## src/rtl/core/nodelist_line_indexer_core_assert.svh

```systemverilog
// Assertion macros shared by the indexer core.
// Clock clk and active-low reset arst_n are taken from the module scope.
`ifndef NODELIST_LINE_INDEXER_CORE_ASSERT_SVH
`define NODELIST_LINE_INDEXER_CORE_ASSERT_SVH

// Same-cycle implication.
`define NLI_ASSERT_IMPL(label, ante, cons) \
	label: assert property (@(posedge clk) disable iff (!arst_n) (ante) |-> (cons)) \
		else $error("indexer assertion failed");

// Next-cycle implication.
`define NLI_ASSERT_NEXT(label, ante, cons) \
	label: assert property (@(posedge clk) disable iff (!arst_n) (ante) |=> (cons)) \
		else $error("indexer assertion failed");

`endif

```

## src/rtl/core/nli_pkg.sv

```systemverilog
package nli_pkg;

	typedef enum logic [2:0] {
		KW_ZONE   = 3'd0,
		KW_REGION = 3'd1,
		KW_HOST   = 3'd2,
		KW_HUB    = 3'd3,
		KW_COMMA  = 3'd4,
		KW_POINT  = 3'd5,
		KW_NONE   = 3'd7
	} kw_t;

	typedef enum logic [1:0] {
		PH_BLANKS = 2'd0,
		PH_DIGITS = 2'd1,
		PH_DONE   = 2'd2
	} phase_t;

	localparam int NUM_KW  = 6;
	localparam int KW_COLS = 7;

	localparam logic [2:0] COL_LIMIT = 3'd7;

	// Keyword text, lower case.
	localparam logic [7:0] KW_TEXT [NUM_KW][KW_COLS] = '{
		'{"z", "o", "n", "e", ",", 8'h00, 8'h00},
		'{"r", "e", "g", "i", "o", "n", ","},
		'{"h", "o", "s", "t", ",", 8'h00, 8'h00},
		'{"h", "u", "b", ",", 8'h00, 8'h00, 8'h00},
		'{",", 8'h00, 8'h00, 8'h00, 8'h00, 8'h00, 8'h00},
		'{"p", "o", "i", "n", "t", ",", 8'h00}
	};
	localparam logic [2:0] KW_LEN [NUM_KW] = '{3'd5, 3'd7, 3'd5, 3'd4, 3'd1, 3'd6};

	localparam logic [7:0] CH_NL    = 8'd10;
	localparam logic [7:0] CH_TAB   = 8'd9;
	localparam logic [7:0] CH_CR    = 8'd13;
	localparam logic [7:0] CH_SPACE = " ";
	localparam logic [7:0] CH_PLUS  = "+";
	localparam logic [7:0] CH_MINUS = "-";
	localparam logic [7:0] CH_ZERO  = "0";
	localparam logic [7:0] CH_NINE  = "9";
	localparam logic [7:0] CH_UP_A  = "A";
	localparam logic [7:0] CH_UP_Z  = "Z";
	localparam logic [7:0] CASE_GAP = 8'd32;

	localparam logic [31:0] TERM_OFFSET = 32'hFFFF_FFFF;

	// One line-end or end-of-file event from the parser.
	typedef struct packed {
		kw_t         kw;
		logic [15:0] value;
		logic        neg;
		logic [31:0] line_start;
		logic        eof;
		logic [15:0] zone_base;
	} ev_t;

	typedef struct packed {
		logic [15:0] zone;
		logic [15:0] region;
		logic [15:0] net;
		logic [15:0] hub;
		logic [15:0] node;
		logic [15:0] point;
	} lvl_t;

	typedef struct packed {
		logic [15:0] zone;
		logic [15:0] net;
		logic [15:0] node;
		logic [15:0] point;
		logic [15:0] region;
		logic [15:0] hub;
		logic [31:0] offset;
		logic        last;
	} rec_t;

	typedef struct packed {
		logic pop;
		logic term_pend;
	} back_stat_t;

endpackage

```

## src/rtl/core/nodelist_line_indexer_core.sv

```systemverilog
// Nodelist line indexer: one text byte per cycle while the event queue is not full.
// A line record passes through the event queue and then the output register before it is valid on the output.
// A keyword line ended by the end-of-file byte gives two output records (record, terminator);
// the event queue of QUEUE_DEPTH entries absorbs that, the input stalls only when it is full.
// Reset (arst_n low): parser, queue and output clear at once, default zone reads 0;
// no clearing pass, the first byte may follow straight after reset.
`include "nodelist_line_indexer_core_assert.svh"

module nodelist_line_indexer_core #(
	parameter int QUEUE_DEPTH = 4
) (
	input  logic          clk,
	input  logic          arst_n,
	input  logic          cfg_we,
	input  logic [15:0]   cfg_wdata,
	input  logic          s_axis_tvalid,
	output logic          s_axis_tready,
	input  logic [7:0]    s_axis_tdata,   // text_byte
	input  logic          s_axis_tlast,   // end_of_file
	output logic          m_axis_tvalid,
	input  logic          m_axis_tready,
	// zone_num, net_num, node_num, point_num, region_num, hub_num, line_offset
	output logic [127:0]  m_axis_tdata,
	output logic          m_axis_tlast    // last_of_run
);

	logic [15:0]          default_zone_q;
	logic                 q_push, q_empty, q_full;
	nli_pkg::ev_t         q_wdata, q_head;
	nli_pkg::back_stat_t  b_stat;
	nli_pkg::rec_t        rec;

	always_ff @(posedge clk or negedge arst_n) begin
		if (!arst_n)
			default_zone_q <= '0;
		else if (cfg_we)
			default_zone_q <= cfg_wdata;
	end

	nli_front u_front (
		.clk          (clk),
		.arst_n       (arst_n),
		.default_zone (default_zone_q),
		.in_valid     (s_axis_tvalid),
		.in_ready     (s_axis_tready),
		.text_byte    (s_axis_tdata),
		.end_of_file  (s_axis_tlast),
		.q_full       (q_full),
		.ev_push      (q_push),
		.ev           (q_wdata)
	);

	nli_fifo #(
		.DEPTH (QUEUE_DEPTH)
	) u_fifo (
		.clk    (clk),
		.arst_n (arst_n),
		.push   (q_push),
		.wdata  (q_wdata),
		.pop    (b_stat.pop),
		.rdata  (q_head),
		.empty  (q_empty),
		.full   (q_full)
	);

	nli_back u_back (
		.clk       (clk),
		.arst_n    (arst_n),
		.head      (q_head),
		.q_empty   (q_empty),
		.stat      (b_stat),
		.out_valid (m_axis_tvalid),
		.out_ready (m_axis_tready),
		.out_rec   (rec)
	);

	assign m_axis_tdata = {rec.offset, rec.hub, rec.region, rec.point,
		rec.node, rec.net, rec.zone};
	assign m_axis_tlast = rec.last;

	`NLI_ASSERT_IMPL(a_pop_not_empty, b_stat.pop, !q_empty)
	`NLI_ASSERT_IMPL(a_term_pend_on_eof, b_stat.term_pend, !q_empty && q_head.eof)
	`NLI_ASSERT_NEXT(a_eof_queued, s_axis_tvalid && s_axis_tready && s_axis_tlast, !q_empty)

endmodule

```

## src/rtl/core/nli_fifo.sv

```systemverilog
module nli_fifo #(
	parameter int DEPTH = 4
) (
	input  logic          clk,
	input  logic          arst_n,
	input  logic          push,
	input  nli_pkg::ev_t  wdata,
	input  logic          pop,
	output nli_pkg::ev_t  rdata,
	output logic          empty,
	output logic          full
);

	localparam int AW = $clog2(DEPTH);
	localparam int CW = $clog2(DEPTH + 1);

	nli_pkg::ev_t   mem [DEPTH];
	logic [AW-1:0]  wr_ptr_q;
	logic [AW-1:0]  rd_ptr_q;
	logic [CW-1:0]  count_q;

	assign empty = (count_q == '0);
	assign full  = (count_q == CW'(DEPTH));
	assign rdata = mem[rd_ptr_q];

	always_ff @(posedge clk) begin
		if (push)
			mem[wr_ptr_q] <= wdata;
	end

	always_ff @(posedge clk or negedge arst_n) begin
		if (!arst_n) begin
			wr_ptr_q <= '0;
			rd_ptr_q <= '0;
			count_q  <= '0;
		end else begin
			if (push)
				wr_ptr_q <= (wr_ptr_q == AW'(DEPTH - 1)) ? '0 : wr_ptr_q + AW'(1);
			if (pop)
				rd_ptr_q <= (rd_ptr_q == AW'(DEPTH - 1)) ? '0 : rd_ptr_q + AW'(1);
			if (push && !pop)
				count_q <= count_q + CW'(1);
			else if (pop && !push)
				count_q <= count_q - CW'(1);
		end
	end

endmodule

```

## src/rtl/core/nli_front.sv

```systemverilog
module nli_front (
	input  logic          clk,
	input  logic          arst_n,
	input  logic [15:0]   default_zone,
	input  logic          in_valid,
	output logic          in_ready,
	input  logic [7:0]    text_byte,
	input  logic          end_of_file,
	input  logic          q_full,
	output logic          ev_push,
	output nli_pkg::ev_t  ev
);

	logic [31:0]      pos_q;
	logic [31:0]      line_start_q;
	logic [5:0]       cand_q, cand_n;
	logic [2:0]       col_q, col_n;
	nli_pkg::kw_t     kw_q, kw_n, hit_kw;
	nli_pkg::phase_t  phase_q, phase_n;
	logic [15:0]      num_q, num_n, acc;
	logic             neg_q, neg_n;
	logic             in_file_q;
	logic [15:0]      zone_base_q;

	logic [7:0]  lb;
	logic        digit, blank, line_end, accept, hit;
	logic [3:0]  dval;

	assign in_ready = !q_full;
	assign accept   = in_valid && in_ready;

	always_comb begin
		lb       = (text_byte >= nli_pkg::CH_UP_A && text_byte <= nli_pkg::CH_UP_Z)
			? text_byte + nli_pkg::CASE_GAP : text_byte;
		digit    = (text_byte >= nli_pkg::CH_ZERO && text_byte <= nli_pkg::CH_NINE);
		blank    = (text_byte == nli_pkg::CH_SPACE)
			|| (text_byte >= nli_pkg::CH_TAB && text_byte <= nli_pkg::CH_CR);
		dval     = 4'(text_byte - nli_pkg::CH_ZERO);
		acc      = {num_q[12:0], 3'b000} + {num_q[14:0], 1'b0} + {12'd0, dval};
		line_end = (text_byte == nli_pkg::CH_NL) || end_of_file;

		cand_n  = cand_q;
		col_n   = col_q;
		kw_n    = kw_q;
		phase_n = phase_q;
		num_n   = num_q;
		neg_n   = neg_q;
		hit     = 1'b0;
		hit_kw  = nli_pkg::KW_NONE;

		if (kw_q != nli_pkg::KW_NONE) begin
			unique case (phase_q)
				nli_pkg::PH_BLANKS: begin
					if (blank) begin
						phase_n = phase_q;
					end else if (text_byte == nli_pkg::CH_PLUS) begin
						phase_n = nli_pkg::PH_DIGITS;
					end else if (text_byte == nli_pkg::CH_MINUS) begin
						neg_n   = 1'b1;
						phase_n = nli_pkg::PH_DIGITS;
					end else if (digit) begin
						phase_n = nli_pkg::PH_DIGITS;
						num_n   = acc;
					end else begin
						phase_n = nli_pkg::PH_DONE;
					end
				end
				nli_pkg::PH_DIGITS: begin
					if (digit)
						num_n = acc;
					else
						phase_n = nli_pkg::PH_DONE;
				end
				default: ;
			endcase
		end else if (col_q != nli_pkg::COL_LIMIT && cand_q != '0) begin
			// at most one keyword can complete on a given column
			for (int k = 0; k < nli_pkg::NUM_KW; k++) begin
				if (cand_q[k]) begin
					if (col_q < nli_pkg::KW_LEN[k] && nli_pkg::KW_TEXT[k][col_q] == lb) begin
						if (col_q == nli_pkg::KW_LEN[k] - 3'd1) begin
							hit    = 1'b1;
							hit_kw = nli_pkg::kw_t'(3'(k));
						end
					end else begin
						cand_n[k] = 1'b0;
					end
				end
			end
			col_n = col_q + 3'd1;
			if (hit) begin
				kw_n    = hit_kw;
				cand_n  = '0;
				phase_n = nli_pkg::PH_BLANKS;
				num_n   = '0;
				neg_n   = 1'b0;
			end
		end

		ev.kw         = kw_n;
		ev.value      = num_n;
		ev.neg        = neg_n;
		ev.line_start = line_start_q;
		ev.eof        = end_of_file;
		ev.zone_base  = in_file_q ? zone_base_q : default_zone;
		ev_push       = accept && ((line_end && kw_n != nli_pkg::KW_NONE) || end_of_file);
	end

	always_ff @(posedge clk or negedge arst_n) begin
		if (!arst_n) begin
			pos_q        <= '0;
			line_start_q <= '0;
			cand_q       <= '1;
			col_q        <= '0;
			kw_q         <= nli_pkg::KW_NONE;
			phase_q      <= nli_pkg::PH_BLANKS;
			num_q        <= '0;
			neg_q        <= 1'b0;
			in_file_q    <= 1'b0;
			zone_base_q  <= '0;
		end else if (accept) begin
			pos_q       <= end_of_file ? '0 : pos_q + 32'd1;
			in_file_q   <= !end_of_file;
			zone_base_q <= ev.zone_base;
			if (line_end) begin
				// drop the line parse state, next line starts after this byte
				line_start_q <= end_of_file ? '0 : pos_q + 32'd1;
				cand_q       <= '1;
				col_q        <= '0;
				kw_q         <= nli_pkg::KW_NONE;
				phase_q      <= nli_pkg::PH_BLANKS;
				num_q        <= '0;
				neg_q        <= 1'b0;
			end else begin
				cand_q  <= cand_n;
				col_q   <= col_n;
				kw_q    <= kw_n;
				phase_q <= phase_n;
				num_q   <= num_n;
				neg_q   <= neg_n;
			end
		end
	end

endmodule

```

## src/rtl/core/nli_back.sv

```systemverilog
module nli_back (
	input  logic                clk,
	input  logic                arst_n,
	input  nli_pkg::ev_t        head,
	input  logic                q_empty,
	output nli_pkg::back_stat_t stat,
	output logic                out_valid,
	input  logic                out_ready,
	output nli_pkg::rec_t       out_rec
);

	nli_pkg::lvl_t  lvl_q, base, lvl_n;
	nli_pkg::rec_t  rec_q, line_rec, term_rec;
	logic           out_valid_q;
	logic           fresh_q;
	logic           term_pend_q;
	logic           load, go, do_line;
	logic [15:0]    val;

	always_comb begin
		load    = !out_valid_q || out_ready;
		go      = load && !q_empty;
		do_line = (head.kw != nli_pkg::KW_NONE) && !term_pend_q;
		val     = head.neg ? 16'd0 - head.value : head.value;

		if (fresh_q) begin
			base      = '0;
			base.zone = head.zone_base;
		end else begin
			base = lvl_q;
		end

		lvl_n = base;
		unique case (head.kw)
			nli_pkg::KW_ZONE: begin
				lvl_n.zone   = val;
				lvl_n.region = '0;
				lvl_n.net    = val;
				lvl_n.hub    = '0;
				lvl_n.node   = '0;
				lvl_n.point  = '0;
			end
			nli_pkg::KW_REGION: begin
				lvl_n.region = val;
				lvl_n.net    = val;
				lvl_n.hub    = '0;
				lvl_n.node   = '0;
				lvl_n.point  = '0;
			end
			nli_pkg::KW_HOST: begin
				lvl_n.net   = val;
				lvl_n.hub   = '0;
				lvl_n.node  = '0;
				lvl_n.point = '0;
			end
			nli_pkg::KW_HUB: begin
				lvl_n.hub   = val;
				lvl_n.node  = val;
				lvl_n.point = '0;
			end
			nli_pkg::KW_COMMA: begin
				lvl_n.node  = val;
				lvl_n.point = '0;
			end
			default: lvl_n.point = val;
		endcase

		line_rec.zone   = lvl_n.zone;
		line_rec.net    = lvl_n.net;
		line_rec.node   = lvl_n.node;
		line_rec.point  = lvl_n.point;
		line_rec.region = lvl_n.region;
		line_rec.hub    = lvl_n.hub;
		line_rec.offset = head.line_start;
		line_rec.last   = !head.eof;

		term_rec        = '0;
		term_rec.offset = nli_pkg::TERM_OFFSET;
		term_rec.last   = 1'b1;

		// an end-of-file event with a keyword line gives two records: hold it once
		stat.pop       = go && !(do_line && head.eof);
		stat.term_pend = term_pend_q;
	end

	assign out_valid = out_valid_q;
	assign out_rec   = rec_q;

	always_ff @(posedge clk) begin
		if (go)
			rec_q <= do_line ? line_rec : term_rec;
	end

	always_ff @(posedge clk or negedge arst_n) begin
		if (!arst_n) begin
			out_valid_q <= 1'b0;
			fresh_q     <= 1'b1;
			term_pend_q <= 1'b0;
			lvl_q       <= '0;
		end else if (go) begin
			out_valid_q <= 1'b1;
			if (do_line) begin
				lvl_q       <= lvl_n;
				fresh_q     <= 1'b0;
				term_pend_q <= head.eof;
			end else begin
				fresh_q     <= 1'b1;
				term_pend_q <= 1'b0;
			end
		end else if (out_ready) begin
			out_valid_q <= 1'b0;
		end
	end

endmodule
```

## config.mk

```make
export PLATFORM = sky130hd
export DESIGN_NAME = nodelist_line_indexer_core
export DESIGN_NICKNAME = d
export VERILOG_FILES = /design/src/rtl/core/nli_pkg.sv /design/src/rtl/core/nodelist_line_indexer_core.sv /design/src/rtl/core/nli_fifo.sv /design/src/rtl/core/nli_front.sv /design/src/rtl/core/nli_back.sv
export VERILOG_INCLUDE_DIRS = /design/src /design/src/rtl/core
export SDC_FILE = /design/constraint.sdc
export NUM_CORES = 1
export LEC_CHECK = 0
export ABC_AREA = 1
export BUFFER_PORTS_ARGS = -buffer_cell sky130_fd_sc_hd__buf_2
export CELL_PAD_IN_SITES_DETAIL_PLACEMENT = 1
export CELL_PAD_IN_SITES_GLOBAL_PLACEMENT = 2
export CORE_MARGIN = 1.5
export CORE_UTILIZATION = 36
export CTS_CLUSTER_SIZE = 20
export DETAILED_ROUTE_END_ITERATION = 12
export PLACE_DENSITY = 0.73
export SKIP_CTS_REPAIR_TIMING = 1
export SLEW_MARGIN = 20
export SYNTH_ARGS = -nofsm -noshare
export SYNTH_HDL_FRONTEND = slang
export SYNTH_SLANG_ARGS = --single-unit
```

## constraint.sdc

```tcl
create_clock -name clk -period 9.8 [get_ports clk]
set_input_delay 1.96 -clock clk [delete_from_list [all_inputs] [get_ports clk]]
set_output_delay 1.96 -clock clk [all_outputs]
set_load 0.05 [all_outputs]
```

==> insert_results.sql, run 1 <==
INSERT INTO impl_metrics (metric_group, metric, value, unit) VALUES
('status', 'run_status', 'finished clean', ''),
('drt', 'via_count', '20900', ''),
('yosys', 'mean_area_per_synthesized_cell', '9.99', 'um2'),
('sta', 'period_minus_slack', '5.66', 'ns'),
('drt', 'drt_drc_violations_left', '0', ''),
('placement', 'io_buffers', '160', ''),
('clock_tree', 'clk_latency', '0.61', 'ns'),
('drt', 'drt-total-wl', '83.1', 'mm'),
('worst_setup_path', 'crit_path_end_kind', 'flop', ''),
('worst_hold_path', 'min_path_type', 'reg2reg', ''),
('cells_and_area', 'drive_gt1_share', '13.4', '%'),
('yosys', 'dominantRegCellSynth', 'edfxtp_1', ''),
('yosys', 'synth.top_cells.by_area', 'edfxtp_1 43%, dfrtp_1 18%, nand2_1 7.6%', ''),
('clock_tree', 'clk_transition_reported_paths', '0.06', 'ns'),
('cells_and_area', 'num-nets-final', '3051', ''),
('sta', 'final_critical_path_setup_slack', '4.14', 'ns'),
('sta', 'finalHoldViolations', '0', ''),
('drt', 'ant_nets', '0', ''),
('clock_tree', 'cts_root_buf', 'clkbuf_16', ''),
('drt', 'detail_route.wl_per_cell', '20.4', 'um'),
('drt', 'drt_iter0_markers', '1223', ''),
('placement', 'dp.final_hpwl', '55.7', 'mm'),
('yosys', 'ys_seq_area_share', '61.8', '%'),
('cells_and_area', 'commonest_cells_after_routing_fill_and_taps_aside', '576 x nand2_1, 405 x edfxtp_1, 343 x o21ai_0, 296 x nor2_1, 289 x inv_1', ''),
('cells_and_area', 'area_growth', '14.2', '%'),
('floorplan', 'total_die_area', '80900', 'um2'),
('floorplan', 'i_o_pin_cnt', '161', ''),
('yosys', 'count_of_mapped_cells_out_of_synthesis', '2855', ''),
('sta', 'max_slew_margin', '22.0', '%'),
('job', 'drv_cap', '0', ''),
('yosys', 'synth_edf_count', '405', ''),
('sta', 'max_clock_freq', '177', 'MHz'),
('sta', 'fin_worst_hold_slack', '0.482', 'ns'),
('placement', 'routabilityCongestion', '0.825', ''),
('global_routing', 'overflow', '0', ''),
('sta', 'rsz0062_at_grt', 'no', ''),
('floorplan', 'start_util', '36.2', '%'),
('worst_setup_path', 'worstSetupPathType', 'in2reg', ''),
('global_routing', 'grt_max_degree', '123', ''),
('sta', 'setup_viol_count_final', '0', ''),
('yosys', 'fraction_of_registers_with_async_set_reset', '35.0', '%'),
('worst_setup_path', 'crit_start', 's_axis_tdata[2]', ''),
('floorplan', 'placeableCoreArea', '78700', 'um2'),
('drt', 'drt-vias-per-instance', '5.11', ''),
('worst_setup_path', 'critical_path.reg2reg.startpoint', 'u_front.col_q[2]$_DFFE_PN0P_', ''),
('placement', 'place_ws', '3.41', 'ns'),
('yosys', 'synthesis.area', '28500', 'um2'),
('clock_tree', 'clock-sinks', '623', ''),
('yosys', 'synth.net_count', '2932', ''),
('global_routing', 'gr-usage-all-layers', '20.6', '%'),
('floorplan', 'fp.dieH', '284', 'um'),
('clock_tree', 'cts_tree', 'built', ''),
('worst_setup_path', 'critical_path.endpoint', 'u_fifo.mem[0][53]$_DFFE_PP_', ''),
('worst_setup_path', 'reg2reg_slack', '4.63', 'ns'),
('sta', 'max_slew.worst_pin.slew', '1.17', 'ns'),
('yosys', 'ys_ff_latch', '623', ''),
('global_routing', 'grt_first_pass_wirelength', '130', 'mm'),
('worst_setup_path', 'cells_on_worst_reg2reg_path', '21', ''),
('worst_setup_path', 'worstSetupStartpointType', 'primary input', ''),
('clock_tree', 'clockBufferDepth', '3', ''),
('worst_hold_path', 'hold_path.startpoint', 'u_back.lvl_q[55]$_DFFE_PN0P_', ''),
('sta', 'final-max-slew-violation-count', '0', ''),
('clock_tree', 'cts.htree.levels', '3', ''),
('cells_and_area', 'antenna_cells', '0', ''),
('floorplan', 'chipWidth', '284', 'um'),
('global_routing', 'grt_pass1_vias', '22100', ''),
('clock_tree', 'cts_made_buffers', '70', ''),
('worst_setup_path', 'regToRegEndpoint', 'u_fifo.mem[0][53]$_DFFE_PP_', ''),
('yosys', 'synth_top_area_cell', 'edfxtp_1', ''),
('drt', 'drtPass1Iterations', '5', ''),
('worst_setup_path', 'path_max_fanout', '38', '');
==> through the flow <==
stage	power, W	instances	util [%]	instance area [um2]
after detailed placement	0.00835	3952	38.5	30300
final	0.0108	4081	41.4	32600
after floorplan	0.00689	2855	-	28500
after global routing	0.0115	4081	41.4	32600
after global placement	0.00823	3951	38.4	30300
after CTS	0.0110	4081	41.4	32600
==> worst min path at each step <==
stage | cells after the start | to | slack [ns]
after floorplan | 2 | u_back.lvl_q[80]$_DFFE_PN0P_ | 0.45
after global placement | 2 | u_back.lvl_q[62]$_DFFE_PN0P_ | 0.46
after detailed placement | 2 | u_front.zone_base_q[10]$_DFFE_PN0P_ | 0.47
after CTS | 2 | u_front.zone_base_q[10]$_DFFE_PN0P_ | 0.48
after global routing | 2 | u_front.zone_base_q[11]$_DFFE_PN0P_ | 0.51
final | 2 | u_back.lvl_q[55]$_DFFE_PN0P_ | 0.48
==> power breakdown <==
| group | internal (W) | total (W) | leakage (nW) | switching [W] |
|---|---|---|---|---|
| clock | 0.00148 | 0.00259 | 1.10 | 0.00111 |
| sequential | 0.00357 | 0.00385 | 6.74 | 0.000281 |
| combinational | 0.000941 | 0.00437 | 5.36 | 0.00343 |
| total | 0.00599 | 0.0108 | 13.2 | 0.00482 |
==> flip-flops by register name, summed over array words and instances, names as in the netlist <==
| register | flops |
|---|---|
| default_zone_q | 16 |
| u_back.fresh_q | 1 |
| u_back.lvl_q | 80 |
| u_back.out_rec | 129 |
| u_back.out_valid | 1 |
| u_back.term_pend_q | 1 |
| u_fifo.count_q | 3 |
| u_fifo.mem | 276 |
| u_fifo.rd_ptr_q | 2 |
| u_fifo.wr_ptr_q | 2 |
| u_front.cand_q | 6 |
| u_front.col_q | 3 |
| u_front.in_file_q | 1 |
| u_front.kw_q | 3 |
| u_front.line_start_q | 32 |
| u_front.neg_q | 1 |
| u_front.num_q | 16 |
| u_front.phase_q | 2 |
| u_front.pos_q | 32 |
| u_front.zone_base_q | 16 |
==> layout make-up <==
cell class	count	area [um2]
multi-input cells	1782	9170
clock inverters	38	352
clock buffers	91	1910
repair buffers	182	1000
flip-flops and latches	623	17600
well taps	1050	1310
inverters	315	1190
fillers	8799	46200
==> layer usage <==
metal	global-route usage, %	routed length, um	share of wire [%]	up-vias
li1	-	-	-	9972
met1	27.2	37700	45	10400
met2	35.4	40500	49	346
met3	2.85	3060	3.7	104
met4	5.56	1830	2.2	0
met5	0	0	0	-
==> cell usage after synthesis, drive strengths merged, types with 2 or more instances <==
master	n
dfstp	10
nand2	606
a21oi	61
clkinv	4
inv	311
buf	45
dfrtp	208
nor3	33
o21a	3
fa	3
or2	10
a22oi	8
nor4	10
a31oi	12
nor2	312
o22a	2
xor2	15
xnor2	9
o21ai	355
o211ai	16
a32o	4
nand3b	6
and2	9
o2111ai	3
clkbuf	90
o22ai	79
nand4	26
a21o	4
a221o	2
o221ai	40
a32oi	5
ha	44
edfxtp	405
nand3	98
==> logic make-up (layout without fill, tap and decap cells) <==
group,count (synthesis),in the layout,share of synthesized area [%]
adder cells (fa/ha/maj),47,47,2.14
AO/OA/AOI/OAI,600,600,12.2
AND/OR/NAND/NOR,1111,1111,16.7
flip-flops,623,623,61.8
buffers and inverters,450,626,6.28
XOR/XNOR,24,24,0.790
==> worst max-delay path, stage by stage <==
cell	delay [ns]
buf_2	0.30
nand2_1	0.16
nand2_1	0.11
nand2_1	0.07
nand2_2	0.09
nand3_4	0.10
nand3_2	0.13
nand2_4	0.10
nand2_2	0.07
nand3_2	0.09
nor2_2	0.16
nand3_2	0.10
nand2_2	0.10
nor2_4	0.04
nand2_4	0.06
nand2_4	0.09
nand2_2	0.10
nand2_1	0.09
nand2_1	0.12
nand2_2	0.26
nor2_4	0.88
buf_4	0.65
(Power assumes the default switching activity.)
==> run 2: changes to the inputs <==
--- a/config.mk
+++ b/config.mk
@@ -11,10 +11,10 @@
 export CELL_PAD_IN_SITES_DETAIL_PLACEMENT = 1
 export CELL_PAD_IN_SITES_GLOBAL_PLACEMENT = 2
 export CORE_MARGIN = 1.5
-export CORE_UTILIZATION = 36
+export CORE_UTILIZATION = 40
 export CTS_CLUSTER_SIZE = 20
 export DETAILED_ROUTE_END_ITERATION = 12
-export PLACE_DENSITY = 0.73
+export PLACE_DENSITY = 0.77
 export SKIP_CTS_REPAIR_TIMING = 1
 export SLEW_MARGIN = 20
 export SYNTH_ARGS = -nofsm -noshare
==> constraint.sdc (replaced) <==
create_clock -name clk -period 5.7 [get_ports clk]
set_input_delay 1.14 -clock clk [delete_from_list [all_inputs] [get_ports clk]]
set_output_delay 1.14 -clock clk [all_outputs]
set_load 0.05 [all_outputs]
==> run 2 against run 1 <==
  * Worst setup slack worse by 2.9 ns
  * Via count is 1.0% higher
  * Worst hold slack worse by 0.0015 ns
  * Largest cell class unchanged
  * Critical path depth is 4 higher
  * Flip-flop and latch count stayed put
  * Register-to-register slack worse by 3.4 ns
  * Utilization is 5.0 points higher
  * Wire length is 1.3% lower
==> insert_results.sql, run 2 (synthesis results as in run 1) <==
INSERT INTO impl_metrics (metric_group, metric, value, unit) VALUES
('drt', 'drt-total-wl', '82.0', 'mm'),
('floorplan', 'placeableCoreArea', '70300', 'um2'),
('clock_tree', 'clock-sinks', '623', ''),
('drt', 'drt-vias-per-instance', '5.30', ''),
('placement', 'placed_area', '30200', 'um2'),
('worst_setup_path', 'worstSetupPathType', 'reg2reg', ''),
('global_routing', 'globalRouteMet1Util', '30.5', '%'),
('sta', 'finalHoldViolations', '0', ''),
('worst_hold_path', 'holdPathStages', '2', ''),
('global_routing', 'grt_pass1_vias', '22200', ''),
('global_routing', 'grt_first_pass_wirelength', '129', 'mm'),
('placement', 'dp.final_hpwl', '54.4', 'mm'),
('worst_setup_path', 'critical_path.n_buffers_inverters', '4', ''),
('cells_and_area', 'top_register', 'u_fifo.mem', ''),
('sta', 'max_clock_freq', '225', 'MHz'),
('sta', 'final-max-slew-violation-count', '0', ''),
('power_and_ir_drop', 'total_power', '0.0188', 'W'),
('worst_setup_path', 'cells_on_worst_reg2reg_path', '26', ''),
('global_routing', 'grt_util_met3', '3.08', '%'),
('placement', 'io_buffers', '160', ''),
('clock_tree', 'cts_made_buffers', '70', ''),
('cells_and_area', 'antenna_cells', '0', ''),
('sta', 'setup_viol_count_final', '0', ''),
('worst_setup_path', 'worst_path_largest_cell_delay', '0.57', 'ns'),
('worst_setup_path', 'path_max_fanout', '16', ''),
('sta', 'timing.final.crit_share', '77.9', '%'),
('drt', 'drt_iter0_markers', '1248', ''),
('worst_hold_path', 'min_path_type', 'reg2reg', ''),
('cells_and_area', 'area_growth', '14.1', '%'),
('sta', 'fin_tns_setup', '0', 'ns'),
('power_and_ir_drop', 'power.density_cell_area', '578', 'nW/um2'),
('global_routing', 'gr-usage-all-layers', '22.6', '%'),
('global_routing', 'met2_usage', '38.1', '%'),
('clock_tree', 'clockBufferDepth', '3', ''),
('floorplan', 'start_util', '40.6', '%'),
('cells_and_area', 'finish.instance_area', '32600', 'um2'),
('worst_setup_path', 'critical_path_depth', '26', ''),
('drt', 'ant_nets', '0', ''),
('floorplan', 'num_rows', '97', ''),
('clock_tree', 'cts_root_buf', 'clkbuf_16', ''),
('job', 'drv_cap', '0', ''),
('floorplan', 'fp.dieH', '270', 'um'),
('cells_and_area', 'final_common_cell', 'nand2_1', ''),
('cells_and_area', 'commonest_cells_after_routing_fill_and_taps_aside', '576 x nand2_1, 405 x edfxtp_1, 343 x o21ai_0, 296 x nor2_1, 289 x inv_1', ''),
('power_and_ir_drop', 'max-vdd-ir-drop', '0.000450', 'V'),
('clock_tree', 'clk_transition_reported_paths', '0.06', 'ns'),
('cells_and_area', 'num-nets-final', '3059', ''),
('sta', 'rsz0062_at_grt', 'no', ''),
('worst_setup_path', 'timing.critical_path.mode_cell', 'nand2_2', ''),
('drt', 'drt_drc_violations_left', '0', ''),
('floorplan', 'total_die_area', '72900', 'um2'),
('clock_tree', 'cts_tree', 'built', ''),
('worst_setup_path', 'cp_data_required_time', '6.18', 'ns'),
('clock_tree', 'clk_latency', '0.60', 'ns'),
('cells_and_area', 'drive_gt1_share', '13.5', '%'),
('sta', 'max_slew.worst_pin.slew', '1.07', 'ns'),
('sta', 'max_slew_margin', '28.7', '%'),
('placement', 'routabilityCongestion', '0.809', ''),
('worst_setup_path', 'worst_path_max_delay_cell', 'dfrtp_1', ''),
('worst_setup_path', 'critPathTopFamily', 'simple AND/OR/NAND/NOR gates', ''),
('worst_setup_path', 'timing.critical_path.arrival', '4.92', 'ns'),
('sta', 'clock_skew', '0.0267', 'ns'),
('global_routing', 'grt_max_degree', '123', ''),
('global_routing', 'grt_antenna_before_repair', '1', ''),
('worst_setup_path', 'worstSetupStartpointType', 'flop', ''),
('cells_and_area', 'number_of_flip_flops_under_the_largest_register_name', '276', ''),
('status', 'run_status', 'finished clean', ''),
('drt', 'drtPass1Iterations', '5', ''),
('drt', 'detail_route.wl_per_cell', '20.6', 'um'),
('clock_tree', 'cts.htree.levels', '3', ''),
('drt', 'via_count', '21100', ''),
('power_and_ir_drop', 'p_leak', '13.3', 'nW'),
('floorplan', 'chipWidth', '270', 'um'),
('sta', 'period_minus_slack', '4.44', 'ns'),
('global_routing', 'gr-max-usage-layer', 'met2', ''),
('floorplan', 'i_o_pin_cnt', '161', ''),
('global_routing', 'overflow', '0', ''),
('worst_setup_path', 'crit_path_end_kind', 'flop', '');
[run 2: cell types whose count changed in the layout (fill, tap and decap cells not counted), sizes merged]
cell / delta
clkinvlp: -2
clkinv: -3
bufinv: +6
inv: +1
buf: +8
clkbuf: -4
[run 2: cell type report]
type | count | area (um2)
well taps | 940 | 1180
multi-input cells | 1782 | 9160
fillers | 7782 | 37700
repair buffers | 190 | 1050
clock inverters | 40 | 464
clock buffers | 87 | 1880
inverters | 315 | 1190
flip-flops and latches | 623 | 17600
[run 2: final timing paths]
| check | start | end | slack [ns] |
|---|---|---|---|
| setup / recovery | u_front.col_q[2]$_DFFE_PN0P_ | u_fifo.count_q[2]$_DFFE_PN0P_ | 1.26 |
| hold / removal | u_front.zone_base_q[2]$_DFFE_PN0P_ | u_front.zone_base_q[2]$_DFFE_PN0P_ | 0.48 |
| setup reg to reg | u_front.col_q[2]$_DFFE_PN0P_ | u_fifo.count_q[2]$_DFFE_PN0P_ | 1.26 |
| hold reg to reg | u_front.zone_base_q[2]$_DFFE_PN0P_ | u_front.zone_base_q[2]$_DFFE_PN0P_ | 0.48 |
| max in group asynchronous | arst_n | u_front.line_start_q[31]$_DFFE_PN0P_ | 3.97 |
| min in group asynchronous | arst_n | u_back.lvl_q[72]$_DFFE_PN0P_ | 0.52 |
[run 2: metal layers]
| layer | wire length [um] | part of all wire, % | vias to the layer above |
|---|---|---|---|
| met5 | 0 | 0 | - |
| met4 | 2160 | 2.6 | 0 |
| met3 | 3000 | 3.7 | 125 |
| met2 | 39700 | 48 | 389 |
| met1 | 37100 | 45 | 10600 |
| li1 | - | - | 9992 |
[run 2: through the flow]
stage | std cells | setup WS [ns] | hold slack [ns] | util, %
final | 3977 | 1.26 | 0.481 | 46.3
after global routing | 3977 | 0.824 | 0.512 | 46.3
after CTS | 3977 | 1.27 | 0.483 | 46.3
after detailed placement | 3850 | 0.938 | 0.467 | 43.0
after global placement | 3850 | 1.07 | 0.463 | 43.0
after floorplan | 2855 | -0.405 | 0.448 | -
[run 2: report_power, final]
part | switching, W | total, W | leakage, nW | internal, W
logic | 0.00589 | 0.00754 | 5.40 | 0.00166
registers | 0.000515 | 0.00665 | 6.74 | 0.00614
clock network | 0.00184 | 0.00461 | 1.15 | 0.00276
[run 2: tightest hold or removal path, delay by kind of cell, from the launching register on]
| family | cells | cell delay [ns] |
|---|---|---|
| flip-flops | 1 | 0.34 |
| AND/OR/NAND/NOR | 2 | 0.10 |
